**src/hdl/tfb_pkg.sv**
```systemverilog
`timescale 1ns / 1ps
// ----------------------------------------------------------------------------
// tfb_pkg
// Types and constants shared by the telemetry frame builder modules.
// ----------------------------------------------------------------------------
package tfb_pkg;

	// Largest payload length that a frame start may announce.
	localparam logic [7:0] MAX_PAYLOAD = 8'd128;

	// A single item gives at most five results: two sync bytes, id, length and checksum.
	localparam int NUM_SLOTS = 5;
	localparam int SLOT_W    = $clog2(NUM_SLOTS);

	// Width of the configuration register index.
	localparam int CFG_INDEX_W = 4;

	// Configuration register indexes.
	localparam logic [CFG_INDEX_W-1:0] REG_SYNC_HIGH = CFG_INDEX_W'(0);
	localparam logic [CFG_INDEX_W-1:0] REG_SYNC_LOW  = CFG_INDEX_W'(1);

	// Reset values of the sync registers.
	localparam logic [7:0] SYNC_HIGH_RESET = 8'd235;
	localparam logic [7:0] SYNC_LOW_RESET  = 8'd144;

	typedef enum logic {
		OP_START = 1'b0,
		OP_DATA  = 1'b1
	} opcode_t;

	typedef enum logic [1:0] {
		ERR_OK        = 2'd0,
		ERR_IDLE_DATA = 2'd1,
		ERR_TOO_LONG  = 2'd2,
		ERR_BUSY      = 2'd3
	} err_t;

	// All results of one item: bytes in emission order, the result count,
	// whether the final result closes the frame, and the error code.
	typedef struct packed {
		logic [NUM_SLOTS-1:0][7:0] bytes;
		logic [SLOT_W-1:0]         count;
		logic                      closes;
		err_t                      err;
	} run_t;

endpackage

```
**src/hdl/telemetry_frame_builder_unit.sv**
```systemverilog
`timescale 1ns / 1ps
// ----------------------------------------------------------------------------
// telemetry_frame_builder_unit
// Serializes telemetry frames (sync, sync, id, length, payload, XOR checksum)
// into a byte stream, one result per output transfer.
//
//   channel | signals                                          | direction
//   --------+--------------------------------------------------+----------
//   input   | in_valid/in_ready, opcode, message_id,           | in
//           | payload_length, data_byte                        |
//   output  | out_valid/out_ready, out_byte, byte_present,     | out
//           | frame_end, run_last, error_code                  |
//   config  | cfg_valid/cfg_ready, cfg_index, cfg_data         | in
//
// Results appear from the cycle after the item's transfer, one per ready cycle.
// A data item or an error gives one result, a closing data item gives two,
// a frame start four or five; the core sets this count in the run.
// A new item is taken in the cycle that the last result of the previous run
// is transferred; single-result items stream at one per cycle if unstalled.
// Reset clears the frame state and loads the default sync bytes.
// ----------------------------------------------------------------------------
module telemetry_frame_builder_unit (
	input  logic                            clk,
	input  logic                            arst_n,
	input  logic                            in_valid,
	output logic                            in_ready,
	input  logic                            opcode,
	input  logic [7:0]                      message_id,
	input  logic [7:0]                      payload_length,
	input  logic [7:0]                      data_byte,
	output logic                            out_valid,
	input  logic                            out_ready,
	output logic [7:0]                      out_byte,
	output logic                            byte_present,
	output logic                            frame_end,
	output logic                            run_last,
	output logic [1:0]                      error_code,
	input  logic                            cfg_valid,
	output logic                            cfg_ready,
	input  logic [tfb_pkg::CFG_INDEX_W-1:0] cfg_index,
	input  logic [7:0]                      cfg_data
);
	import tfb_pkg::*;

	run_t run;
	logic take;

	assign cfg_ready = 1'b1;
	assign take      = in_valid && in_ready;

	// Frame state and result generation.
	tfb_core u_core (
		.clk            (clk),
		.arst_n         (arst_n),
		.take           (take),
		.opcode         (opcode),
		.message_id     (message_id),
		.payload_length (payload_length),
		.data_byte      (data_byte),
		.cfg_take       (cfg_valid && cfg_ready),
		.cfg_index      (cfg_index),
		.cfg_data       (cfg_data),
		.run            (run)
	);

	// Result run register and output sequencing.
	tfb_emitter u_emitter (
		.clk          (clk),
		.arst_n       (arst_n),
		.run          (run),
		.load         (take),
		.can_load     (in_ready),
		.out_valid    (out_valid),
		.out_ready    (out_ready),
		.out_byte     (out_byte),
		.byte_present (byte_present),
		.frame_end    (frame_end),
		.run_last     (run_last),
		.error_code   (error_code)
	);

	// An error result is always alone and carries no byte.
	assert property (@(posedge clk) disable iff (!arst_n)
		out_valid && (error_code != ERR_OK) |-> run_last && !byte_present && !frame_end)
		else $error("error result is not a lone empty result");

	// The closing checksum is always the final result of its run.
	assert property (@(posedge clk) disable iff (!arst_n)
		out_valid && frame_end |-> run_last && byte_present)
		else $error("frame end outside the last result of a run");

	// No new item is taken while a run still has results to give.
	assert property (@(posedge clk) disable iff (!arst_n)
		out_valid && !run_last |-> !in_ready)
		else $error("input taken in the middle of a run");

	// A result not yet transferred stays in place for the next cycle.
	assert property (@(posedge clk) disable iff (!arst_n)
		out_valid && !out_ready |=> out_valid && $stable(out_byte) && $stable(run_last))
		else $error("pending result changed before transfer");

endmodule

```
**src/hdl/tfb_core.sv**
```systemverilog
`timescale 1ns / 1ps
// ----------------------------------------------------------------------------
// tfb_core
// Frame state and sync registers; turns one input item into its result run.
// ----------------------------------------------------------------------------
module tfb_core (
	input  logic                            clk,
	input  logic                            arst_n,
	input  logic                            take,
	input  logic                            opcode,
	input  logic [7:0]                      message_id,
	input  logic [7:0]                      payload_length,
	input  logic [7:0]                      data_byte,
	input  logic                            cfg_take,
	input  logic [tfb_pkg::CFG_INDEX_W-1:0] cfg_index,
	input  logic [7:0]                      cfg_data,
	output tfb_pkg::run_t                   run
);
	import tfb_pkg::*;

	logic       frame_open_q;
	logic [7:0] bytes_remaining_q;
	logic [7:0] running_checksum_q;
	logic [7:0] sync_high_q;
	logic [7:0] sync_low_q;

	logic       frame_open_d;
	logic [7:0] bytes_remaining_d;
	logic [7:0] running_checksum_d;
	logic [7:0] start_ck;
	logic [7:0] data_ck;
	logic [7:0] data_rem;

	assign start_ck = message_id ^ payload_length;
	assign data_ck  = running_checksum_q ^ data_byte;
	assign data_rem = bytes_remaining_q - 8'd1;

	// Result run and next frame state for the item at the input.
	always_comb begin
		run                = '0;
		run.count          = SLOT_W'(1);
		run.err            = ERR_OK;
		frame_open_d       = frame_open_q;
		bytes_remaining_d  = bytes_remaining_q;
		running_checksum_d = running_checksum_q;
		if (opcode_t'(opcode) == OP_START) begin
			if (frame_open_q) begin
				run.err = ERR_BUSY;
			end else if (payload_length > MAX_PAYLOAD) begin
				run.err = ERR_TOO_LONG;
			end else begin
				run.bytes[0] = sync_high_q;
				run.bytes[1] = sync_low_q;
				run.bytes[2] = message_id;
				run.bytes[3] = payload_length;
				run.bytes[4] = start_ck;
				if (payload_length == 8'd0) begin
					// Empty payload: the checksum closes the frame at once.
					run.count          = SLOT_W'(5);
					run.closes         = 1'b1;
					running_checksum_d = 8'd0;
				end else begin
					run.count          = SLOT_W'(4);
					frame_open_d       = 1'b1;
					bytes_remaining_d  = payload_length;
					running_checksum_d = start_ck;
				end
			end
		end else begin
			if (!frame_open_q) begin
				run.err = ERR_IDLE_DATA;
			end else begin
				run.bytes[0]      = data_byte;
				run.bytes[1]      = data_ck;
				bytes_remaining_d = data_rem;
				if (data_rem == 8'd0) begin
					run.count          = SLOT_W'(2);
					run.closes         = 1'b1;
					frame_open_d       = 1'b0;
					running_checksum_d = 8'd0;
				end else begin
					running_checksum_d = data_ck;
				end
			end
		end
	end

	// Frame state advances on each input transfer.
	always_ff @(posedge clk or negedge arst_n) begin
		if (!arst_n) begin
			frame_open_q       <= 1'b0;
			bytes_remaining_q  <= 8'd0;
			running_checksum_q <= 8'd0;
		end else if (take) begin
			frame_open_q       <= frame_open_d;
			bytes_remaining_q  <= bytes_remaining_d;
			running_checksum_q <= running_checksum_d;
		end
	end

	// Sync byte registers; writes to unknown indexes are dropped.
	always_ff @(posedge clk or negedge arst_n) begin
		if (!arst_n) begin
			sync_high_q <= SYNC_HIGH_RESET;
			sync_low_q  <= SYNC_LOW_RESET;
		end else if (cfg_take) begin
			if (cfg_index == REG_SYNC_HIGH) begin
				sync_high_q <= cfg_data;
			end
			if (cfg_index == REG_SYNC_LOW) begin
				sync_low_q <= cfg_data;
			end
		end
	end

endmodule

```
**src/hdl/tfb_emitter.sv**
```systemverilog
`timescale 1ns / 1ps
// ----------------------------------------------------------------------------
// tfb_emitter
// Holds one result run and hands its results out one per transfer.
// ----------------------------------------------------------------------------
module tfb_emitter (
	input  logic          clk,
	input  logic          arst_n,
	input  tfb_pkg::run_t run,
	input  logic          load,
	output logic          can_load,
	output logic          out_valid,
	input  logic          out_ready,
	output logic [7:0]    out_byte,
	output logic          byte_present,
	output logic          frame_end,
	output logic          run_last,
	output logic [1:0]    error_code
);
	import tfb_pkg::*;

	run_t              run_s1;
	logic              valid_s1;
	logic [SLOT_W-1:0] idx_q;
	logic              last;
	logic              sent;

	assign last     = (idx_q == run_s1.count - SLOT_W'(1));
	assign sent     = valid_s1 && out_ready;
	assign can_load = !valid_s1 || (sent && last);

	// Run register and result index.
	always_ff @(posedge clk or negedge arst_n) begin
		if (!arst_n) begin
			valid_s1 <= 1'b0;
			idx_q    <= '0;
		end else if (load) begin
			valid_s1 <= 1'b1;
			idx_q    <= '0;
		end else if (sent) begin
			if (last) begin
				valid_s1 <= 1'b0;
			end else begin
				idx_q <= idx_q + SLOT_W'(1);
			end
		end
	end

	always_ff @(posedge clk) begin
		if (load) begin
			run_s1 <= run;
		end
	end

	// Fields of the current result.
	always_comb begin
		out_valid    = valid_s1;
		out_byte     = (32'(idx_q) < NUM_SLOTS) ? run_s1.bytes[idx_q] : 8'd0;
		byte_present = (run_s1.err == ERR_OK);
		frame_end    = last && run_s1.closes;
		run_last     = last;
		error_code   = run_s1.err;
	end

endmodule

```
**config.mk**
```make
export PLATFORM = sky130hd
export DESIGN_NAME = telemetry_frame_builder_unit
export DESIGN_NICKNAME = d
export VERILOG_FILES = /design/src/hdl/tfb_pkg.sv /design/src/hdl/telemetry_frame_builder_unit.sv /design/src/hdl/tfb_core.sv /design/src/hdl/tfb_emitter.sv
export SDC_FILE = /design/constraint.sdc
export NUM_CORES = 1
export LEC_CHECK = 0
export BUFFER_PORTS_ARGS = -buffer_cell sky130_fd_sc_hd__buf_2
export CORE_AREA = 2 2 87 110
export CTS_CLUSTER_SIZE = 16
export DETAILED_ROUTE_END_ITERATION = 7
export DIE_AREA = 0 0 89 112
export PLACE_DENSITY = 0.66
export SYNTH_ARGS = -nofsm -noshare
export SYNTH_HDL_FRONTEND = slang
export SYNTH_SLANG_ARGS = --single-unit
```
**constraint.sdc**
```tcl
create_clock -name clk -period 3.6 [get_ports clk]
set_input_delay 0.72 -clock clk [delete_from_list [all_inputs] [get_ports clk]]
set_output_delay 0.72 -clock clk [all_outputs]
set_load 0.05 [all_outputs]
```
Word level (Yosys, flattened, before mapping)
Index checks and enable logic that the tools add are counted.

Add/subtract/negate cells: 3. Equality and inequality tests: 7. Bitwise gates (word level): 2. Reduce and logical (&&, ||, !) cells: 19. Magnitude comparators: 3. Mux-type cells: 36.

Operators with widths (number): $mux 8 (13); $mux 20 (3); $bmux 8 s3 (1); $mux 22 (1); $logic_not 8->1 (2); $xor 8x8->8 (2); $mux 1 (12); $mux 3 (4); $gt 8x8->1 const B (1); $ne 2x2->1 const B (4); $reduce_and 2->1 (4); $sub 8x1->8 const B (1); $reduce_and 5->1 (1); $eq 4x1->1 const B (1); $logic_and 1x1->1 (4); $logic_not 4->1 (1); $lt 3x4->1 const B (1); $mux 2 (2); $reduce_and 4->1 (1); $reduce_bool 2->1 (2); $add 3x1->3 const B (1); $eq 3x3->1 (1); $lt 3x3->1 const B (1); $reduce_or 3->1 (1); other kinds (5) (5).

Word-level logic and storage cells: 85. Register bits: 83. Output and inout bits: 16. Input bits: 42.

Longest topological paths before layout
Gate-level depths: netlist of run 1.

Word-level depth: 7. Depth in mapped cells: 10. Depth with buffers taken out: 8.

Cells and area by module
Synthesis of run 1 repeated with hierarchy kept, for this count alone.

Cell total of the unflattened synthesis: 376. Area, all modules: 4418.0 um^2.

By module, submodules not included: tfb_core (area each 2337.2 um^2, cells an instance 255, times used 1); tfb_emitter (area each 2063.2 um^2, cells an instance 118, times used 1); telemetry_frame_builder_unit (area each 17.5 um^2, cells an instance 3, times used 1).

Worst setup path before layout of run 1
No wires, ideal clock.

Path type: register -> register. Start: register u_emitter.run_s1[3] (netlist name). End: register u_emitter.run_s1, in the netlist u_emitter.error_code[0] (enable). Path slack: 0.248 ns. Period minus slack after synthesis: 3.352 ns. Cell stages (with the launch flop): 7. Data required time: 3.199 ns. Path buffers: 0. Arrival time: 2.951 ns. Cell sequence: edfxtp_1 -> inv_1 -> ha_1 -> xor3_1 -> o41ai_4 -> nand2_1 -> inv_1.

Cells in the longest elaborated chain, start to end: 5.

Ends and longest elaborated chain: start, declared (RTL line tfb_emitter.sv:22) `run_t run_s1;`; start signal, assigned (RTL line tfb_emitter.sv:51) `run_s1 <= run;`; $sub 3x1->3 (RTL line tfb_emitter.sv:28) `assign last = (idx_q == run_s1.count - SLOT_W'(1));`; $eq 3x3->1 (RTL line tfb_emitter.sv:28); $logic_and 1x1->1 (RTL line tfb_emitter.sv:30) `assign can_load = !valid_s1 || (sent && last);`; $logic_or 1x1->1 (RTL line tfb_emitter.sv:30); via in_ready (RTL line telemetry_frame_builder_unit.sv:26) `output logic in_ready,`; $logic_and 1x1->1 (RTL line telemetry_frame_builder_unit.sv:49) `assign take = in_valid && in_ready;`; via take (RTL line telemetry_frame_builder_unit.sv:46) `logic take;`.

The timed path passes the listed nets, and every way through them passes these cells. A chain may end at the register's enable or synchronous reset.

Worst setup path after layout of run 1
Start: register u_emitter.run_s1[3] (netlist name). End: register u_core.bytes_remaining_q[3].

Cells in the longest elaborated chain, start to end: 6.

Ends and longest elaborated chain: $sub 3x1->3 (RTL line tfb_emitter.sv:28); $eq 3x3->1 (RTL line tfb_emitter.sv:28); $logic_and 1x1->1 (RTL line tfb_emitter.sv:30); $logic_or 1x1->1 (RTL line tfb_emitter.sv:30); $logic_and 1x1->1 (RTL line telemetry_frame_builder_unit.sv:49); $reduce_and 5->1 (no source line); end signal, assigned (RTL line tfb_core.sv:96) `bytes_remaining_q <= bytes_remaining_d;`; end, declared (RTL line tfb_core.sv:22) `logic [7:0] bytes_remaining_q;`.

Every way passes these cells.

==> metrics.md, run 1 <==
| Metric | Value |
|---|---|
| Fmax | `320 MHz` |
| Synth area leader | `edfxtp_1` |
| Placed cell area | `4690 sq um` |
| Comb pwr share | `0.362` |
| Worst R2R Setup Slack | `480 ps` |
| Net Sw Power | `0.00127 W` |
| Period Utilization, post-route | `0.867` |
| Crit-path cells | `inv_1, ha_1, xor3_1, o41ai_4, nand3_1, o22a_1, o221a_1` |
| CP top delay family | `compound AO/OA/AOI/OAI gates` |
| Fin crit period | `3120 ps` |
| Initial antenna violation count | `0` |
| Critical path's slowest cell | `o41ai_4` |
| Crit path max fanout | `13` |
| Max Root-Sink Buffers | `2` |
| Antenna-violating nets left | `0` |
| Syn_area_per_cell | `12.1 sq um` |
| Area of the multi-input gates | `1840 sq um` |
| Filler cell count in the final layout | `791` |
| Final WL | `9650 um` |
| Hpwl dp | `7100 um` |
| H-tree levels | `3` |
| Synth top area cells | `edfxtp_1, dfrtp_1, a22o_1` |
| Pre-CTS setup slack | `28.7 ps` |
| Remaining global-route overflow | `0` |
| Internal power component | `0.00217 W` |
| Max Cap Viol | `0` |
| First-pass DRT Iterations | `4` |
| Setup crit start kind | `flop` |
| Synth cell types | `52` |
| First-pass GRT wire length | `15500 um` |
| Setup violators final | `0` |
| Die Y-Extent | `112 um` |
| Net Sw Frac | `0.369` |
| Nets | `456` |
| Cells after Synth | `354` |
| CTS tree | `yes` |
| Tot GR Track Use | `0.208` |
| Hold crit path type | `primary input to async pin` |
| Area grow syn2layout | `15.6%` |
| EDFF count, synth | `46` |
| Drt initial violations | `176` |
| Largest net degree at the start of global routing | `45` |
| Final setup TNS | `0 ps` |
| Clock network fraction of total power | `0.246` |
| Worst Skew | `6.09 ps` |
| Power density over cell area | `690 nW/um^2` |
| Ys flop type | `edfxtp_1` |
| Cell area after layout | `4970 sq um` |
| Syn. warnings | `0` |
| Part of the power in registers | `0.392` |
| WS Path Type | `flop to flop` |
| Inserted Clock Buffers | `9` |
| Worst-path clk slew | `60 ps` |
| Clock Latency Late Sink | `340 ps` |
| Final worst slack | `479 ps` |
| Pleak | `2.06 nW` |
| Die Width | `89 um` |
| Commonest cells in the netlist | `edfxtp_1, dfrtp_1, a22o_1` |
| # DRC | `0` |
| Row cnt | `39` |
| Slowest stage delay, CP | `770 ps` |
| Ys async rst share | `0.446` |
| DR vias/cell | `5.74` |
| CP Buf/Inv Count | `1` |
| Sequential standard cell area | `2320 sq um` |
| Critical Path AT | `3350 ps` |
| Max Slew Vio Count | `0` |
| Relative slew slack | `0.287` |
| Synthesized area | `4300 sq um` |
| RSZ-0062 raised after global routing | `false` |
| Peak supply drop | `267 uV` |
| Port buffer count | `56` |
| Status | `finished, final reports clean` |
| Ports | `58` |
| Layout cells sized above 1 | `0.291` |
| Avg WL per Cell | `18.0 um` |
| Diode count | `0` |
| Post-CTS Hold Fix Bufs | `0` |
| Via count | `3075` |
| Power, Total | `0.00343 W` |
| Post-synthesis net count | `401` |
| #FFs+latches synth | `83` |
| Clock Sink Count | `83` |
| Initial Util | `0.479` |
| Register area share after synthesis | `0.539` |
| Vias in the first global route | `3031` |
| Worst Path Required | `3830 ps` |
| Root Buffer | `clkbuf_16` |
| Endpoints failing hold | `0` |
| Slew @ Worst Pin | `1070 ps` |
| Most common cell in the netlist | `edfxtp_1` |
| CP endpoint kind | `flop` |
| Core area | `8980 sq um` |
| Synth top area share | `0.321` |
| GPL Wtd Cong | `0.776` |
| DIE AREA | `9970 sq um` |
cells in the final DEF, fill, tap and decap left out, drive strengths merged, types with 12 or more instances in the layout:
| master | instances |
|---|---|
| a22o | 25 |
| and3 | 18 |
| buf | 64 |
| dfrtp | 29 |
| edfxtp | 46 |
| inv | 15 |
| mux2 | 16 |
| nand2 | 15 |
| nand2b | 18 |
| nor2 | 19 |
| o21ai | 20 |
| xnor2 | 12 |
what timing repair did:
item,CTS,global route
endpoints found under the setup margin,0,8
gates resized for setup,0,1
setup buffers,0,0
power by group through the flow:
stage / combinational [W] / clock (W) / sequential (W)
6_report: 0.00124 / 0.000843 / 0.00134
3_5_place_dp: 0.00124 / 0 / 0.00136
2_1_floorplan: 0.000978 / 0 / 0.00133
3_3_place_gp: 0.00122 / 0 / 0.00135
5_1_grt: 0.00136 / 0.000886 / 0.00137
4_1_cts: 0.00125 / 0.000855 / 0.00134
registers in the layout, summed over array words and instances (netlist names):
signal	count
u_core.frame_open_q	1
u_core.sync_low_q	8
u_emitter.idx_q	3
u_core.running_checksum_q	8
u_core.sync_high_q	8
u_emitter.run_s1	44
u_emitter.error_code	2
u_emitter.out_valid	1
u_core.bytes_remaining_q	8
cell type report:
class                           count  area share
Sequential cell                    83       0.466
Clock buffer                        9      0.0453
Tap cell                          123      0.0310
Timing Repair Buffer               64      0.0684
Clock inverter                      6     0.00856
Inverter                           14      0.0106
Multi-Input combinational cell    237       0.370
routing by layer:
layer | share of wire | global-route usage | up-vias
met2 | 0.49 | 0.320 | 77
met1 | 0.45 | 0.291 | 1521
met5 | 0 | 0 | -
met4 | 0.030 | 0.0985 | 0
met3 | 0.032 | 0.0274 | 19
li1 | - | - | 1458
path summary, 6_finish.rpt:
check	startpoint	to	cells after the start
min reg2reg	u_core.sync_low_q[1]	u_core.sync_low_q[1]	1
max in group asynchronous	arst_n	u_core.sync_low_q[3]	1
max	u_emitter.run_s1[3]	u_core.bytes_remaining_q[3]	7
max reg2reg	u_emitter.run_s1[3]	u_core.bytes_remaining_q[3]	7
min in group clk	u_core.sync_low_q[1]	u_core.sync_low_q[1]	1
min	arst_n	u_emitter.out_valid	1
cells by family after synthesis:
| group | synth area share |
|---|---|
| DFF | 0.539 |
| and+or+nand+nor | 0.141 |
| adders and majority gates | 0.0145 |
| AOI/OAI and AO/OA | 0.150 |
| other | 0.000872 |
| xor gates and xnor gates | 0.0300 |
| muxes | 0.0884 |
| buffers and inverters | 0.0358 |
metrics by stage:
step	hold WS, ps	utilization	std cells
floorplan	424	-	354
global placement	495	0.523	521
detailed placement	500	0.523	521
CTS	512	0.553	536
global route	528	0.554	536
finish	473	0.554	536
Note: power is estimated with default switching activity, not from simulation.
==> inputs of run 2 (changes only) <==
--- a/config.mk
+++ b/config.mk
@@ -6,10 +6,11 @@
 export NUM_CORES = 1
 export LEC_CHECK = 0
 export BUFFER_PORTS_ARGS = -buffer_cell sky130_fd_sc_hd__buf_2
-export CORE_AREA = 2 2 87 110
+export CORE_AREA = 2 2 124 78
+export CTS_BUF_LIST = sky130_fd_sc_hd__clkbuf_4
 export CTS_CLUSTER_SIZE = 16
 export DETAILED_ROUTE_END_ITERATION = 7
-export DIE_AREA = 0 0 89 112
+export DIE_AREA = 0 0 126 80
 export PLACE_DENSITY = 0.66
 export SYNTH_ARGS = -nofsm -noshare
 export SYNTH_HDL_FRONTEND = slang
==> metrics.md, run 2 (same netlist as run 1, synthesis figures left out) <==
| Metric | Value |
|---|---|
| Initial Util | `0.482 (+0.00323)` |
| Status | `finished, final reports clean` |
| Fmax | `306 MHz (-4.4%)` |
| Top Metal Used | `met4` |
| Hold crit path type | `primary input to async pin` |
| Tot GR Track Use | `0.225 (+0.0166)` |
| Worst Skew | `23.8 ps (+17.7 ps)` |
| Fin crit period | `3270 ps (+144 ps)` |
| Via count | `3176 (+3.3%)` |
| Clock Latency Late Sink | `450 ps (+110 ps)` |
| Area grow syn2layout | `13.7%` |
| Non-Filler Instances | `532 (-0.75%)` |
| DR WL met2 | `4490 um (-4.4%)` |
| GPL Wtd Cong | `0.828 (+6.7%)` |
| Hpwl dp | `7430 um (+4.7%)` |
| Max Root-Sink Buffers | `2 (unchanged)` |
| Nets | `458 (+0.44%)` |
| Clock network fraction of total power | `0.204 (-0.042)` |
| Vias in the first global route | `3150 (+3.9%)` |
| Diode count | `0 (unchanged)` |
| First-pass GRT wire length | `17000 um (+10%)` |
| Comb pwr share | `0.391 (+0.029)` |
| Net Sw Frac | `0.378 (+0.00928)` |
| Power density over cell area | `677 nW/um^2 (-1.8%)` |
| DR vias/cell | `5.97 (+4.1%)` |
| Layout cells sized above 1 | `0.293 (+0.00271)` |
| RSZ-0062 raised after global routing | `false` |
| Largest Register | `u_emitter.run_s1` |
| Row cnt | `27 (-31%)` |
| Post-CTS setup buffers | `0 (unchanged)` |
| Final WL | `10600 um (+9.4%)` |
| First-pass DRT Iterations | `4 (unchanged)` |
| PostCTS Resize Cnt | `0 (unchanged)` |
| Die Y-Extent | `80 um (-29%)` |
| Setup crit start kind | `flop` |
| Post-CTS Hold Fix Bufs | `0 (unchanged)` |
| Port buffer count | `56 (unchanged)` |
| Critical Path AT | `2550 ps (-800 ps)` |
| Slew @ Worst Pin | `1160 ps (+92.7 ps)` |
| Final hold slack | `389 ps (-83.9 ps)` |
| Clock Sink Count | `83 (unchanged)` |
| CTS tree | `yes` |
| Pleak | `2.03 nW (-1.3%)` |
| Peak supply drop | `443 uV (+66%)` |
| Placed Cells | `516 (-0.96%)` |
| Root Buffer | `clkbuf_4` |
| Die Width | `126 um (+42%)` |
| Ports | `58 (unchanged)` |
| Most frequent cells in the layout | `buf_2, edfxtp_1, dfrtp_1` |
| DIE AREA | `10100 sq um (+1.1%)` |
| Part of the power in registers | `0.404 (+0.012)` |
| Relative slew slack | `0.225 (-0.0620)` |
| Initial antenna violation count | `0 (unchanged)` |
| Inserted Clock Buffers | `9 (unchanged)` |
| Setup violators final | `0 (unchanged)` |
| Final setup TNS | `0 ps (unchanged)` |
| Worst-path clk slew | `140 ps (+80 ps)` |
| Filler cell count in the final layout | `778 (-1.6%)` |
| Wire length on met3 | `796 um (+160%)` |
| WS Path Type | `flop to primary output` |
| Met1 Routed Length | `5160 um (+19%)` |
| Period Utilization, post-route | `0.907 (+0.0400)` |
| Avg WL per Cell | `19.8 um (+10%)` |
| Drt initial violations | `218 (+24%)` |
| Remaining global-route overflow | `0 (unchanged)` |
| Net Sw Power | `0.00125 W (-1.0%)` |
| Max Slew Vio Count | `0 (unchanged)` |
| Max reg flops | `44 (unchanged)` |
| H-tree levels | `3 (unchanged)` |
| # DRC | `0 (unchanged)` |
| Antenna-violating nets left | `0 (unchanged)` |
| Endpoints failing hold | `0 (unchanged)` |
| Largest net degree at the start of global routing | `48 (+6.7%)` |
| Worst Path Required | `2880 ps (-950 ps)` |
| Most common cell after layout, fill and taps aside | `buf_2` |
| CP endpoint kind | `primary output` |
| Core area | `8920 sq um (-0.67%)` |
| Max Cap Viol | `0 (unchanged)` |
| Crit path max fanout | `4 (-9)` |
| Internal power component | `0.00206 W (-4.9%)` |
-- run 2: cell count changes in the layout (fill, tap and decap cells not counted) --
cell        before  now
clkbuf_4         0   10
inv_1           14   13
clkinv_1         0    2
bufinv_16        0    3
clkinvlp_4       2    0
clkbuf_16        9    0
inv_6            1    0
clkinv_4         1    0
buf_4            8   10
-- run 2: worst paths after layout --
check / start / endpoint / slack, ps / cells past startpoint
max: u_emitter.run_s1[3] / frame_end / 330 / 7
min: arst_n / u_core.sync_high_q[2] / 390 / 1
max reg2reg: u_emitter.run_s1[3] / u_core.bytes_remaining_q[5] / 420 / 7
min reg2reg: u_core.sync_low_q[1] / u_core.sync_low_q[1] / 530 / 1
max in group asynchronous: arst_n / u_core.sync_low_q[6] / 2640 / 1
min in group clk: cfg_data[2] / u_core.sync_high_q[2] / 510 / 2
-- run 2: through the flow --
step	instance area [sq um]	util	power, W	worst slack (ps)
2_1_floorplan	4300	-	0.00231	248
3_3_place_gp	4700	0.527	0.00262	63.0
3_5_place_dp	4700	0.527	0.00264	-41.2
4_1_cts	4880	0.547	0.00332	71.3
5_1_grt	4890	0.548	0.00348	212
6_report	4890	0.548	0.00331	335
-- run 2: critical path: stages, from the launching register on --
cell and delay [ps]:
edfxtp_1 420, inv_1 70, ha_1 140, xor3_1 500, or3_1 450, inv_1 130
and2_1 130, buf_2 250
-- run 2: per-layer routing --
layer,GRT usage,up-vias
met5,0,-
met4,0.0659,0
met3,0.0744,13
met2,0.322,114
met1,0.325,1588
li1,-,1461
-- run 2: area by class of cell --
type | instances | area (sq um) | area share
clock buffers | 10 | 75.1 | 0.0154
clock inverters | 6 | 104 | 0.0212
inverters | 14 | 52.6 | 0.0107
multi-input cells | 237 | 1840 | 0.376
flip-flops and latches | 83 | 2320 | 0.474
well taps | 116 | 145 | 0.0297
repair buffers | 66 | 355 | 0.0727
-- run 2: power by group through the flow --
stage	registers, W	clock network [W]	logic [W]
finish	0.00134	0.000677	0.00130
global route	0.00136	0.000723	0.00140
CTS	0.00134	0.000690	0.00129
detailed placement	0.00136	0	0.00129
global placement	0.00135	0	0.00126
floorplan	0.00133	0	0.000978
==> inputs of run 3 (changes only) <==
--- a/config.mk
+++ b/config.mk
@@ -7,10 +7,10 @@
 export LEC_CHECK = 0
 export BUFFER_PORTS_ARGS = -buffer_cell sky130_fd_sc_hd__buf_2
 export CORE_AREA = 2 2 124 78
-export CTS_BUF_LIST = sky130_fd_sc_hd__clkbuf_4
 export CTS_CLUSTER_SIZE = 16
 export DETAILED_ROUTE_END_ITERATION = 7
 export DIE_AREA = 0 0 126 80
+export HOLD_SLACK_MARGIN = 0.02
 export PLACE_DENSITY = 0.66
 export SYNTH_ARGS = -nofsm -noshare
 export SYNTH_HDL_FRONTEND = slang
==> constraint.sdc (replaced) <==
create_clock -name clk -period 3.8 [get_ports clk]
set_input_delay 0.76 -clock clk [delete_from_list [all_inputs] [get_ports clk]]
set_output_delay 0.76 -clock clk [all_outputs]
set_load 0.05 [all_outputs]
==> metrics.md, run 3 (same netlist as run 1, synthesis figures left out) <==
| Metric | Value |
|---|---|
| RSZ-0062 raised after global routing | `false` |
| Core area | `8920 sq um (unchanged)` |
| Sequential standard cell area | `2320 sq um (unchanged)` |
| Met2 Track Usage GR | `0.329 (+0.00753)` |
| RR Endpoint | `u_core.bytes_remaining_q[5]` |
| Max Cap Viol | `0 (unchanged)` |
| Relative slew slack | `0.381 (+0.156)` |
| Area of the multi-input gates | `1840 sq um (unchanged)` |
| Setup crit start kind | `flop` |
| Post-CTS Hold Fix Bufs | `0 (unchanged)` |
| Worst-path clk slew | `60 ps (-80 ps)` |
| Initial antenna violation count | `0 (unchanged)` |
| Ports | `58 (unchanged)` |
| Pre-CTS setup slack | `91.3 ps (+133 ps)` |
| Avg WL per Cell | `20.2 um (+1.7%)` |
| Slew @ Worst Pin | `929 ps (-230 ps)` |
| Antenna-violating nets left | `0 (unchanged)` |
| CP endpoint kind | `flop` |
| Power, Total | `0.00332 W (+0.29%)` |
| Fmax | `308 MHz` |
| Met1 usage | `0.325 (about the same)` |
| Max Slew Vio Count | `0 (unchanged)` |
| Period Utilization, post-route | `0.855` |
| Diode count | `0 (unchanged)` |
| Final setup TNS | `0 ps (unchanged)` |
| First-pass GRT wire length | `17000 um (about the same)` |
| # DRC | `0 (unchanged)` |
| Worst hold endpoint | `u_core.sync_low_q[5]` |
| Layout cells sized above 1 | `0.290 (-0.00310)` |
| CTS tree | `yes` |
| Port buffer count | `56 (unchanged)` |
| Reg2reg path depth | `7 (unchanged)` |
| Max reg flops | `44 (unchanged)` |
| Power density over cell area | `665 nW/um^2 (-1.8%)` |
| GPL Wtd Cong | `0.841 (+1.6%)` |
| Critical path's slowest cell | `o41ai_4` |
| Critical Path AT | `3470 ps (+920 ps)` |
| GR peak layer | `met2` |
| Post-CTS setup buffers | `0 (unchanged)` |
| Vias in the first global route | `3111 (-1.2%)` |
| Final worst slack | `553 ps (+218 ps)` |
| Met3 Resource Use GR | `0.0630 (-0.0114)` |
| Filler cell count in the final layout | `776 (-0.26%)` |
| Drt initial violations | `231 (+6.0%)` |
| Hold crit path type | `flop to flop` |
| Placed Cells | `517 (+0.19%)` |
| Status | `finished, final reports clean` |
| Crit path max fanout | `13 (+9)` |
| Hpwl dp | `7570 um (+1.9%)` |
| Max Root-Sink Buffers | `2 (unchanged)` |
| Area grow syn2layout | `16.1%` |
| Tot GR Track Use | `0.226 (+0.00134)` |
| Remaining global-route overflow | `0 (unchanged)` |
| Min-Delay Path Depth | `1` |
| WS Path Type | `flop to flop` |
| Fin crit period | `3250 ps` |
| Clock Sink Count | `83 (unchanged)` |
| DIE AREA | `10100 sq um (unchanged)` |
| Die Y-Extent | `80 um (unchanged)` |
| Peak supply drop | `337 uV (-24%)` |
| Hold Crit Start | `u_core.sync_low_q[5]` |
| Crit-path cells | `inv_1, ha_1, xor3_1, o41ai_4, nand3_1, o22a_1, o221a_1` |
| Largest net degree at the start of global routing | `45 (-6.3%)` |
| Clock Latency Late Sink | `340 ps (-110 ps)` |
| Die Width | `126 um (unchanged)` |
| Largest Register | `u_emitter.run_s1` |
| Most common cell after layout, fill and taps aside | `buf_2` |
| Slowest stage delay, CP | `770 ps (+270 ps)` |
| Endpoints failing hold | `0 (unchanged)` |
| Pleak | `2.07 nW (+2.0%)` |
| Most frequent cells in the layout | `buf_2, edfxtp_1, dfrtp_1` |
| Worst Skew | `7.12 ps (-16.7 ps)` |
| Via count | `3183 (+0.22%)` |
| Non-Filler Instances | `533 (+0.19%)` |
| Initial Util | `0.482 (unchanged)` |
| Root Buffer | `clkbuf_16` |
| Nets | `459 (+0.22%)` |
| First-pass DRT Iterations | `4 (unchanged)` |
| DR vias/cell | `5.97 (about the same)` |
| Fin util | `0.560 (+0.0118)` |
| Worst R2R Setup Slack | `550 ps (+130 ps)` |
| Worst Path Required | `4020 ps (+1140 ps)` |
| Final WL | `10800 um (+1.9%)` |
| Setup violators final | `0 (unchanged)` |
| H-tree levels | `3 (unchanged)` |
| Row cnt | `27 (unchanged)` |
| Inserted Clock Buffers | `9 (unchanged)` |
| Reg-to-Reg Start | `u_emitter.run_s1[3]` |
## run 3: changes by cell type in the layout (fill, tap and decap cells not counted), sizes merged
cell and change:
clkinvlp +1, clkbuf +4, buf +1, bufinv -3, clkinv -2
## run 3: final cells by class
cell class | count | share of cell area
Clock buffer | 14 | 0.0529
Tap cell | 116 | 0.0291
Timing Repair Buffer | 67 | 0.0726
Sequential cell | 83 | 0.464
Inverter | 14 | 0.0105
Multi-Input combinational cell | 237 | 0.368
Clock inverter | 2 | 0.00251
## run 3: through the flow
| step | area [sq um] | hold WS (ps) |
|---|---|---|
| after CTS | 4980 | 512 |
| after global routing | 4990 | 531 |
| final | 4990 | 510 |
| after detailed placement | 4710 | 499 |
| after floorplan | 4300 | 464 |
| after global placement | 4710 | 495 |
## run 3: worst max path at each step
stage / from / to / slack (ps) / cells after the start
floorplan: u_emitter.run_s1[3] / u_emitter.error_code[0] / 450 / 6
global placement: opcode / u_core.bytes_remaining_q[5] / 220 / 8
detailed placement: opcode / u_core.bytes_remaining_q[5] / 90 / 8
CTS: u_emitter.run_s1[3] / u_core.bytes_remaining_q[5] / 240 / 7
global route: u_emitter.run_s1[3] / u_core.bytes_remaining_q[5] / 380 / 7
finish: u_emitter.run_s1[3] / u_core.bytes_remaining_q[5] / 550 / 7
## run 3: power breakdown
group	internal (W)	leakage (nW)	switching, W
clock network	0.000478	0.133	0.000342
logic	0.000463	1.10	0.000762
registers	0.00116	0.840	0.000120
## run 3: layer usage
layer,vias to the layer above,routed length [um]
met5,-,0
met4,0,140
met3,13,798
met2,114,4630
met1,1586,5190
li1,1470,-
## run 3: worst max-delay path: cells and delay by family, from the launching register on
| kind | cells | cell delay, ps |
|---|---|---|
| XOR/XNOR | 1 | 500 |
| AND/OR/NAND/NOR | 1 | 620 |
| flip-flops | 1 | 410 |
| AO/OA/AOI/OAI | 3 | 1360 |
| buffers and inverters | 1 | 80 |
| adder cells (fa/ha/maj) | 1 | 160 |
## run 3: repair_timing
action                     in CTS  in global routing
setup endpoints to repair       0                  2
resized for setup               0                  1
hold endpoints to repair        0                  0
